<file path="src/hdl/smvd_pkg.sv">
package smvd_pkg;

	localparam int VALUES_PER_SEGMENT_DEF = 5;
	localparam int VALUE_BITS_DEF = 32;

	localparam int RQ_DEPTH = 4;
	localparam int RQ_PTR_W = $clog2(RQ_DEPTH);
	localparam int RQ_CNT_W = $clog2(RQ_DEPTH + 1);

	localparam logic [7:0] CH_COMMA = 8'h2C;
	localparam logic [7:0] CH_SEMI = 8'h3B;
	localparam logic [6:0] DIGIT_NONE = 7'd64;

	typedef enum logic [2:0] {
		ST_ENTRY = 3'd0,
		ST_END   = 3'd1,
		ST_BAD   = 3'd2,
		ST_EMPTY = 3'd3,
		ST_SHORT = 3'd4
	} status_t;

	typedef struct packed {
		status_t     status;
		logic [31:0] orig_row;
		logic [31:0] orig_column;
		logic [30:0] gen_row;
		logic [31:0] gen_column;
		logic [31:0] source_index;
		logic [31:0] name_index;
		logic        final_result;
	} result_t;

	// base64 digit value, DIGIT_NONE when not a digit
	function automatic logic [6:0] digit_of(input logic [7:0] c);
		logic [6:0] d;
		d = DIGIT_NONE;
		if (c >= 8'h41 && c <= 8'h5A) begin
			d = 7'(c - 8'h41);
		end else if (c >= 8'h61 && c <= 8'h7A) begin
			d = 7'(c - 8'h61 + 8'd26);
		end else if (c >= 8'h30 && c <= 8'h39) begin
			d = 7'(c - 8'h30 + 8'd52);
		end else if (c == 8'h2B) begin
			d = 7'd62;
		end else if (c == 8'h2F) begin
			d = 7'd63;
		end
		return d;
	endfunction

endpackage

</file>
<file path="src/hdl/smvd_rqueue.sv">
module smvd_rqueue (
	input  logic              clk,
	input  logic              arst_n,
	input  logic [1:0]        push_n,
	input  smvd_pkg::result_t push_a,
	input  smvd_pkg::result_t push_b,
	output logic              room,
	output logic              head_valid,
	input  logic              head_ready,
	output smvd_pkg::result_t head
);
	import smvd_pkg::*;

	result_t               entries_q [RQ_DEPTH];
	logic [RQ_PTR_W-1:0]   wp_q;
	logic [RQ_PTR_W-1:0]   rp_q;
	logic [RQ_CNT_W-1:0]   cnt_q;
	logic [RQ_PTR_W-1:0]   wp_b;
	logic                  pop;

	assign wp_b = wp_q + 1'b1;
	assign pop = head_valid && head_ready;
	assign head_valid = (cnt_q != '0);
	assign head = entries_q[rp_q];
	// room for the two words one item can give
	assign room = (cnt_q <= RQ_CNT_W'(RQ_DEPTH - 2));

	always_ff @(posedge clk or negedge arst_n) begin
		if (!arst_n) begin
			wp_q <= '0;
			rp_q <= '0;
			cnt_q <= '0;
		end else begin
			wp_q <= wp_q + RQ_PTR_W'(push_n);
			if (pop) begin
				rp_q <= rp_q + 1'b1;
			end
			cnt_q <= cnt_q + RQ_CNT_W'(push_n) - RQ_CNT_W'(pop);
		end
	end

	always_ff @(posedge clk) begin
		for (int i = 0; i < RQ_DEPTH; i++) begin
			if (push_n != 2'd0 && RQ_PTR_W'(i) == wp_q) begin
				entries_q[i] <= push_a;
			end else if (push_n == 2'd2 && RQ_PTR_W'(i) == wp_b) begin
				entries_q[i] <= push_b;
			end
		end
	end

endmodule

</file>
<file path="src/hdl/source_map_vlq_mapping_decoder.sv">
// A character is taken into the input register; its words then enter the result
// queue, which outputs one word per cycle while result_ready is high.
// Throughput: one character per cycle while the result queue has room; the
// segment state and the six running positions update once per character.
// Reset (arst_n low): positions, segment state and queue cleared, not halted.
module source_map_vlq_mapping_decoder #(
	parameter int VALUES_PER_SEGMENT = smvd_pkg::VALUES_PER_SEGMENT_DEF,
	parameter int VALUE_BITS = smvd_pkg::VALUE_BITS_DEF
) (
	input  logic               clk,
	input  logic               arst_n,
	input  logic               symbol_valid,
	output logic               symbol_ready,
	input  logic [7:0]         symbol,
	input  logic               last_symbol,
	output logic               result_valid,
	input  logic               result_ready,
	output logic [2:0]         status,
	output logic signed [31:0] orig_row,
	output logic signed [31:0] orig_column,
	output logic [30:0]        gen_row,
	output logic signed [31:0] gen_column,
	output logic signed [31:0] source_index,
	output logic signed [31:0] name_index,
	output logic               final_result
);
	import smvd_pkg::*;

	localparam int NAME_SLOT = VALUES_PER_SEGMENT - 1;

	// input stage
	logic                  valid_s1;
	logic [7:0]            sym_s1;
	logic                  last_s1;

	// segment state
	logic [VALUE_BITS-1:0] acc_q;
	logic [5:0]            shift_q;
	logic                  pend_q;
	logic                  nonempty_q;
	logic [2:0]            cnt_q;
	logic [31:0]           seg_q [VALUES_PER_SEGMENT];
	logic                  halt_q;

	// running positions
	logic [31:0]           orow_q, ocol_q, gcol_q, src_q, name_q;
	logic [30:0]           grow_q;

	logic                  room;
	logic                  fire;
	logic [1:0]            push_n;
	result_t               push_a, push_b, head;

	logic [6:0]            dig;
	logic                  is_comma, is_semi, is_digit, bad, cont;
	logic [VALUE_BITS-1:0] acc_t;
	logic [31:0]           mag, val;
	logic                  val_done;
	logic [VALUE_BITS-1:0] nx_acc;
	logic [5:0]            nx_shift;
	logic                  nx_pend, nx_nonempty;
	logic [2:0]            nx_cnt;
	logic [31:0]           seg_eff [VALUES_PER_SEGMENT];
	logic                  do_close, close_fail, err, close_ok, entry, end_ok;
	status_t               close_code, err_code;
	logic [31:0]           orow_p1, ocol_p1, gcol_p1, src_p1, name_p1, gcol_p2;
	logic [30:0]           grow_p2;
	result_t               entry_r, tail_r;

	assign fire = valid_s1 && room;
	assign symbol_ready = !valid_s1 || fire;

	always_ff @(posedge clk or negedge arst_n) begin
		if (!arst_n) begin
			valid_s1 <= 1'b0;
		end else if (symbol_ready) begin
			valid_s1 <= symbol_valid;
		end
	end

	always_ff @(posedge clk) begin
		if (symbol_ready && symbol_valid) begin
			sym_s1 <= symbol;
			last_s1 <= last_symbol;
		end
	end

	// character decode and digit take
	always_comb begin
		dig = digit_of(sym_s1);
		is_comma = (sym_s1 == CH_COMMA);
		is_semi = (sym_s1 == CH_SEMI);
		is_digit = !is_comma && !is_semi && (dig != DIGIT_NONE);
		bad = !is_comma && !is_semi && !is_digit;
		cont = dig[5];
		acc_t = acc_q + (VALUE_BITS'(dig[4:0]) << shift_q);
		mag = 32'(acc_t) >> 1;
		val = acc_t[0] ? (32'd0 - mag) : mag;
		val_done = is_digit && !cont;

		nx_acc = acc_q;
		nx_shift = shift_q;
		nx_pend = pend_q;
		nx_nonempty = nonempty_q;
		nx_cnt = cnt_q;
		if (is_digit) begin
			nx_nonempty = 1'b1;
			if (cont) begin
				nx_acc = acc_t;
				nx_pend = 1'b1;
				if (32'(shift_q) < VALUE_BITS) begin
					nx_shift = shift_q + 6'd5;
				end
			end else begin
				nx_acc = '0;
				nx_shift = '0;
				nx_pend = 1'b0;
				if (cnt_q < 3'd6) begin
					nx_cnt = cnt_q + 3'd1;
				end
			end
		end
		for (int i = 0; i < VALUES_PER_SEGMENT; i++) begin
			seg_eff[i] = (val_done && 32'(cnt_q) == i) ? val : seg_q[i];
		end
	end

	// segment close
	always_comb begin
		do_close = is_comma || is_semi || (is_digit && last_s1);
		close_fail = 1'b1;
		close_code = ST_BAD;
		priority if (!nx_nonempty) begin
			close_fail = is_comma;
			close_code = ST_EMPTY;
		end else if (nx_pend) begin
			close_code = ST_BAD;
		end else if (nx_cnt == 3'd0) begin
			close_code = ST_EMPTY;
		end else if (nx_cnt == 3'd2 || nx_cnt == 3'd3) begin
			close_code = ST_SHORT;
		end else begin
			close_fail = 1'b0;
		end
		err = bad || (do_close && close_fail);
		err_code = bad ? ST_BAD : close_code;
		close_ok = do_close && !err;
		entry = close_ok && nx_nonempty && (nx_cnt >= 3'd4);
		end_ok = last_s1 && !err;

		orow_p1 = orow_q;
		ocol_p1 = ocol_q;
		src_p1 = src_q;
		name_p1 = name_q;
		gcol_p1 = gcol_q;
		if (close_ok && nx_nonempty) begin
			gcol_p1 = gcol_q + seg_eff[0];
		end
		if (entry) begin
			src_p1 = src_q + seg_eff[1];
			orow_p1 = orow_q + seg_eff[2];
			ocol_p1 = ocol_q + seg_eff[3];
			if (VALUES_PER_SEGMENT > 4 && nx_cnt == 3'd5) begin
				name_p1 = name_q + seg_eff[NAME_SLOT];
			end
		end
		grow_p2 = grow_q;
		gcol_p2 = gcol_p1;
		if (is_semi && close_ok) begin
			grow_p2 = grow_q + 31'd1;
			gcol_p2 = '0;
		end
	end

	// result words
	always_comb begin
		entry_r.status = ST_ENTRY;
		entry_r.orig_row = orow_p1;
		entry_r.orig_column = ocol_p1;
		entry_r.gen_row = grow_q;
		entry_r.gen_column = gcol_p1;
		entry_r.source_index = src_p1;
		entry_r.name_index = name_p1;
		entry_r.final_result = !(end_ok || err);

		tail_r.status = err ? err_code : ST_END;
		tail_r.orig_row = orow_p1;
		tail_r.orig_column = ocol_p1;
		tail_r.gen_row = grow_p2;
		tail_r.gen_column = gcol_p2;
		tail_r.source_index = src_p1;
		tail_r.name_index = name_p1;
		tail_r.final_result = 1'b1;

		push_n = 2'd0;
		if (fire && !halt_q) begin
			push_n = 2'(entry) + 2'(end_ok || err);
		end
		push_a = entry ? entry_r : tail_r;
		push_b = tail_r;
	end

	always_ff @(posedge clk or negedge arst_n) begin
		if (!arst_n) begin
			acc_q <= '0;
			shift_q <= '0;
			pend_q <= 1'b0;
			nonempty_q <= 1'b0;
			cnt_q <= '0;
			halt_q <= 1'b0;
			orow_q <= '0;
			ocol_q <= '0;
			grow_q <= '0;
			gcol_q <= '0;
			src_q <= '0;
			name_q <= '0;
		end else if (fire) begin
			if (last_s1) begin
				acc_q <= '0;
				shift_q <= '0;
				pend_q <= 1'b0;
				nonempty_q <= 1'b0;
				cnt_q <= '0;
				halt_q <= 1'b0;
				orow_q <= '0;
				ocol_q <= '0;
				grow_q <= '0;
				gcol_q <= '0;
				src_q <= '0;
				name_q <= '0;
			end else if (!halt_q) begin
				if (err) begin
					halt_q <= 1'b1;
				end else begin
					if (close_ok) begin
						acc_q <= '0;
						shift_q <= '0;
						pend_q <= 1'b0;
						nonempty_q <= 1'b0;
						cnt_q <= '0;
					end else begin
						acc_q <= nx_acc;
						shift_q <= nx_shift;
						pend_q <= nx_pend;
						nonempty_q <= nx_nonempty;
						cnt_q <= nx_cnt;
					end
					orow_q <= orow_p1;
					ocol_q <= ocol_p1;
					grow_q <= grow_p2;
					gcol_q <= gcol_p2;
					src_q <= src_p1;
					name_q <= name_p1;
				end
			end
		end
	end

	always_ff @(posedge clk) begin
		for (int i = 0; i < VALUES_PER_SEGMENT; i++) begin
			if (fire && !halt_q && val_done && 32'(cnt_q) == i) begin
				seg_q[i] <= val;
			end
		end
	end

	smvd_rqueue u_rqueue (
		.clk        (clk),
		.arst_n     (arst_n),
		.push_n     (push_n),
		.push_a     (push_a),
		.push_b     (push_b),
		.room       (room),
		.head_valid (result_valid),
		.head_ready (result_ready),
		.head       (head)
	);

	assign status = head.status;
	assign orig_row = head.orig_row;
	assign orig_column = head.orig_column;
	assign gen_row = head.gen_row;
	assign gen_column = head.gen_column;
	assign source_index = head.source_index;
	assign name_index = head.name_index;
	assign final_result = head.final_result;

endmodule
</file>
<file path="config.mk">
export PLATFORM = sky130hd
export DESIGN_NAME = source_map_vlq_mapping_decoder
export DESIGN_NICKNAME = d
export VERILOG_FILES = /design/src/hdl/smvd_pkg.sv /design/src/hdl/smvd_rqueue.sv /design/src/hdl/source_map_vlq_mapping_decoder.sv
export SDC_FILE = /design/constraint.sdc
export NUM_CORES = 2
export LEC_CHECK = 0
export BUFFER_PORTS_ARGS = -buffer_cell sky130_fd_sc_hd__buf_2
export CORE_AREA = 2 2 323 389
export CTS_CLUSTER_DIAMETER = 30
export DETAILED_ROUTE_END_ITERATION = 8
export DIE_AREA = 0 0 325 391
export PLACE_DENSITY = 0.73
export SETUP_SLACK_MARGIN = 0.4
export SLEW_MARGIN = 20
export SYNTH_ARGS = -nofsm -noshare
export SYNTH_HDL_FRONTEND = slang
export SYNTH_SLANG_ARGS = --single-unit
</file>
<file path="constraint.sdc">
create_clock -name clk -period 19.8 [get_ports clk]
set_clock_uncertainty 0.2 [all_clocks]
set_input_delay 1.98 -clock clk [delete_from_list [all_inputs] [get_ports clk]]
set_output_delay 1.98 -clock clk [all_outputs]
set_load 0.01 [all_outputs]
</file>
Word-level counts from Yosys, hierarchy flattened
Memories as Yosys holds them, arrays and structs flattened. Index checks and enable logic that the tools add are counted.

Output and inout port bits: 197. Register bits after elaboration: 252. Memories kept: 2. Bits in writable memories: 940. Bits of input ports: 13.

Memories: u_rqueue.entries_q (depth 4, width 195, rd ports 1, clocked after memory_dff 0, wr ports 2, RTL line smvd_rqueue.sv:14) `result_t entries_q [RQ_DEPTH];`; seg_q (depth 5, width 32, rd ports 5, clocked after memory_dff 0, wr ports 1, RTL line source_map_vlq_mapping_decoder.sv:42) `logic [31:0] seg_q [VALUES_PER_SEGMENT];`.

Shift operators: 1. Reductions and logical operators: 67. Bitwise gates (word level): 4. Add/sub/neg operators: 21. Multiplexer cells: 135. Eq/ne operators: 22. Order comparisons: 10.

Operator list (count): 195-bit 2-to-1 mux (7); 32-bit 2-to-1 mux (38); 195-bit OR reduction (2); 32-bit adder (6); 32-bit OR reduction (4); 31-bit 2-to-1 mux (4); 1-bit 2-to-1 mux (54); 3-bit 2-to-1 mux (17); 6-bit 2-to-1 mux (7); 1-bit logical AND (37); 7-bit 2-to-1 mux (5); 8-bit by 6-bit == test with 1-bit output, second input constant (4); 5-bit by 6-bit left shift with 32-bit output (1); 1-bit by 31-bit subtractor with 32-bit output, first input constant (1); 31-bit by 1-bit adder with 31-bit output, second input constant (1); 8-bit by 7-bit >= comparator with 1-bit output, second input constant (2); 8-bit by 7-bit <= comparator with 1-bit output, second input constant (2); 7-bit subtractor, second input constant (2); 3-bit by 2-bit == test with 1-bit output, second input constant (4); 2-bit == test, first input constant (4); 8-bit by 6-bit >= comparator with 1-bit output, second input constant (1); 8-bit by 6-bit <= comparator with 1-bit output, second input constant (1); 1-bit logical NOT (8); 7-bit by 5-bit adder with 7-bit output, second input constant (1); 30 further kinds (47).

Depth between registers and ports, before layout
Depth in word-level cells: 31. Gate-level depth with buffers: 40. Gate-level depth less buffers: 38.

Hierarchy
Synthesis repeated with hierarchy kept, for this count alone.

Cell total of the unflattened synthesis: 5471. Area total of the unflattened synthesis: 68029.0 sq um.

By module, submodules not included: smvd_rqueue (times used 1, sequential area each 23597.6 sq um, cells an instance 1931, area each 37810.0 sq um); source_map_vlq_mapping_decoder (times used 1, sequential area each 10980.5 sq um, cells an instance 3540, area each 30219.0 sq um).

Worst setup path before layout
No wires, ideal clock.

Kind: reg-to-reg. Start point: register sym_s1[3]. End point: memory u_rqueue.entries_q[3][0] (netlist name) (enable). Cell stages (with the launch flop): 17. Setup slack: 0.452 ns. Buffers on the path: 3. Setup time: 1.029 ns. Arrival time: 18.119 ns. Path through: edfxtp_1 -> clkbuf_1 -> inv_1 -> ha_1 -> nand4bb_1 -> and4b_1 -> and2_1 -> a211o_1 -> a2111oi_1 -> a211oi_1 -> o221ai_2 -> inv_1 -> buf_1 -> buf_2 -> ha_1 -> mux2i_1 -> nor3b_1.

RTL lines: start, declared (RTL line source_map_vlq_mapping_decoder.sv:33) `logic [7:0] sym_s1;`; start signal, assigned (RTL line source_map_vlq_mapping_decoder.sv:83) `sym_s1 <= symbol;`; end, declared (RTL line smvd_rqueue.sv:14).

==> results.tsv <==
stage	metric	value	unit
outcome	outcome	finished, final reports clean	
setup_path	CP max stage cell	xor2_1	
timing	max frequency	0.0920	GHz
synth	Syn Inst Count	5195	
global_routing	first-pass GRT wire length	254000	um
clock_tree	CTS sink cnt	1192	
worst_hold_path	Worst Hold Endpoint	acc_q[19]	
setup_path	Arrival @ worst endpoint	11.18	ns
setup_path	R2R depth	36	
drt	DR DRC count	0	
clock_tree	Clk Latency, worst-skew pair	0.82	ns
clock_tree	CTS tree	done	
floorplan	Die Height	391	um
global_routing	GRT Total Usage	26.0	%
floorplan	DIE AREA	127000	um^2
layout	Area growth syn-to-layout	15.5	%
timing	worst-margin pin slew	1.16	ns
clock_tree	clock slew at reported path FFs	0.05	ns
synth	async set-or-reset flop fraction in the synthesized netlist	20.4	%
global_routing	vias in the first global route	42600	
timing	Final Setup Violations	0	
setup_path	R2R setup slack	8.93	ns
floorplan	die width	325	um
place	number of port buffers	209	
layout	final core occ	57.2	%
timing	Final Hold Viols	0	
drt	DR iter-0 viols	4275	
setup_path	WP buf/inv	1	
synth	number of synthesized flops with an enable pin	948	
clock_tree	# resized after CTS	0	
synth	YS warnings	0	
setup_path	WS Path Type	reg -> reg	
floorplan	Ports	210	
synth	Yosys cell types	104	
setup_path	worst-path fanout max	10	
layout	layout cell share with drive strength beyond 1	16.9	%
layout	final antenna diode count	0	
clock_tree	H-tree Lvls	4	
timing	TNS Setup	0	ns
synth	Synth Area in Adders	4.55	%
setup_path	reg2reg start	sym_s1[0]	
synth	simple-gate share of the synthesized area	10.8	%
clock_tree	hold buffer count at CTS	0	
synth	syn nets	5427	
place	Routability Congestion	0.934	
clock_tree	Post-CTS Setup Inserts	0	
flow_run	max_cap viols	0	
floorplan	Core ar.	124000	um^2
setup_path	endpoint class of the critical path	flip-flop	
setup_path	reg2reg end	u_rqueue.entries_q[0][95]	
drt	1st-pass router iterations	8	
clock_tree	Clock Path Buffers	3	
synth	Mapped Area	61300	um^2
drt	Wirelength per Cell	23.2	um
floorplan	Row Count	142	
synth	XOR/XNOR Fraction of Synth Area	4.03	%
place	HPWL Detailed	107000	um
setup_path	CP required	20.11	ns
timing	Worst slew margin	22.5	%
synth	post-synthesis compound-gate area fraction	12.2	%
synth	flops & latches, synth	1192	
timing	Final min period	10.87	ns
synth	largest family of logic cells by synthesized area	compound AO/OA/AOI/OAI gates	
synth	average size of a mapped cell	11.8	um^2
worst_hold_path	Hold Crit Start	acc_q[19]	
drt	Total Wirelength	167000	um
drt	Via density	5.98	
floorplan	starting density of the core	49.5	%
power	Power Dens Cells	130	nW/um^2
timing	fin crit share	54.9	%
global_routing	pin count of the biggest net entering global routing	134	
layout	Nets	5602	
drt	Vias	43100	
synth	Synth Flop Type	edfxtp_1	
clock_tree	TritonCTS Buffers	198	
setup_path	slowest cell delay on critical path	0.88	ns
setup_path	CP delay by family, top	compound AO/OA/AOI/OAI gates	
timing	Max Slew Vio Count	0	
synth	post-synthesis mux area share	8.91	%
drt	antenna viol nets, final	0	
worst_hold_path	Hold Crit Class	reg -> reg	
global_routing	grt ovf	0	
clock_tree	Root Buffer	clkbuf_16	
power	Static Leak	28.4	nW
worst_hold_path	Hold Path Depth	2	
global_routing	initial antenna violation count	1	
synth	sequential element share of the synthesized area	56.3	%
power	Peak VDD IR	0.131	mV
timing	RSZ-0062 raised after global routing	no	
setup_path	Setup crit start kind	flip-flop	
## stage by stage
step	power [W]	std cells	hold WS (ns)	setup WS, ns	area, um^2
finish	0.00920	7201	0.281	8.93	70900
global route	0.00954	7201	0.308	8.29	70900
CTS	0.00924	7201	0.283	9.11	70900
detailed placement	0.00577	6826	0.270	9.14	64000
global placement	0.00575	6826	0.251	9.33	64000
floorplan	0.00481	5195	0.241	0.452	61300
## cell usage after synthesis (43+ instances only)
library cell / instances / area (um^2)
edfxtp_1: 948 / 28500
nand2_1: 592 / 2220
nor2_1: 511 / 1920
o21ai_0: 437 / 2190
a21oi_1: 298 / 1490
dfrtp_1: 243 / 6080
clkbuf_1: 239 / 897
ha_1: 212 / 2650
xnor2_1: 200 / 1750
mux4_2: 195 / 4390
inv_1: 189 / 709
a21o_1: 94 / 706
xor2_1: 78 / 683
and2_1: 67 / 419
mux2i_1: 60 / 601
nand3_1: 57 / 285
buf_1: 49 / 184
nor3_1: 49 / 245
and3_1: 45 / 282
o31ai_1: 43 / 323
## logic make-up after synthesis
kind of cell | Yosys count
and+or+nand+nor | 1505
AOI/OAI and AO/OA | 1204
DFF | 1192
buffers and inverters | 498
muxes | 297
xor gates and xnor gates | 280
adders and majority gates | 219
## cell type report
type,count,area (um^2)
clock buffer,213,5090
clock inverter,162,1760
fill,9919,53000
inverter,189,717
multi-input combinational,3505,25000
sequential,1192,34600
tap,1656,2070
timing repair buffer,284,1660
## worst reg2reg max path: cells and delay by family (launching register included)
kind	cells	cell delay, ns
compound gates	15	4.00
simple gates	13	2.86
xor+xnor	3	1.40
fa+ha+maj	3	1.09
flops	1	0.53
mux	1	0.34
buf+inv	1	0.17
## worst max path at each step
stage	start	to	slack [ns]	depth (start not counted)
finish	sym_s1[0]	u_rqueue.entries_q[0][95]	8.93	36
global route	sym_s1[0]	u_rqueue.entries_q[3][96]	8.29	37
CTS	sym_s1[0]	u_rqueue.entries_q[3][96]	9.11	37
detailed placement	sym_s1[0]	u_rqueue.entries_q[1][96]	9.14	37
global placement	sym_s1[0]	u_rqueue.entries_q[1][96]	9.33	37
floorplan	sym_s1[3]	u_rqueue.entries_q[3][0]	0.45	16
## per-layer routing
layer | GRT usage (%) | routed length [um] | up-vias
li1 | - | - | 19600
met1 | 33.9 | 67000 | 21400
met2 | 43.3 | 81600 | 1745
met3 | 3.91 | 11300 | 359
met4 | 11.8 | 7470 | 0
met5 | 0 | 0 | -
## placed cells by master, fill, tap and decap left out, types with 27 or more instances in the layout
cell type	count
and3_1	45
mux2_2	42
a21oi_1	298
ha_1	212
nand2_1	592
mux2i_1	60
nor3_1	48
dfrtp_1	241
a21o_1	94
o211ai_1	27
nand2b_1	42
a311oi_1	34
buf_4	72
edfxtp_1	948
a31oi_1	28
inv_1	187
o21a_1	33
and2_1	67
a22o_1	27
nor2_1	503
clkbuf_16	200
xnor2_1	199
xor2_1	78
o21ai_0	434
mux4_2	195
buf_2	208
inv_6	36
o31ai_1	43
nand3_1	57
nor2b_1	31
## where the power goes
part | internal [W] | switching (W) | leakage (nW) | total [W]
clock network | 0.00211 | 0.00135 | 3.29 | 0.00345
logic | 0.000942 | 0.00169 | 12.8 | 0.00264
registers | 0.00298 | 0.000125 | 12.4 | 0.00311
## flip-flops by register name (all words and copies together) (netlist names), 6 cells and up
name,cells
acc_q,32
gcol_q,32
src_q,32
grow_q,31
u_rqueue.entries_q,780
ocol_q,32
sym_s1,8
shift_q,6
name_q,32
orow_q,32
seg_q,160
Note: power is estimated with default switching activity, not from simulation.
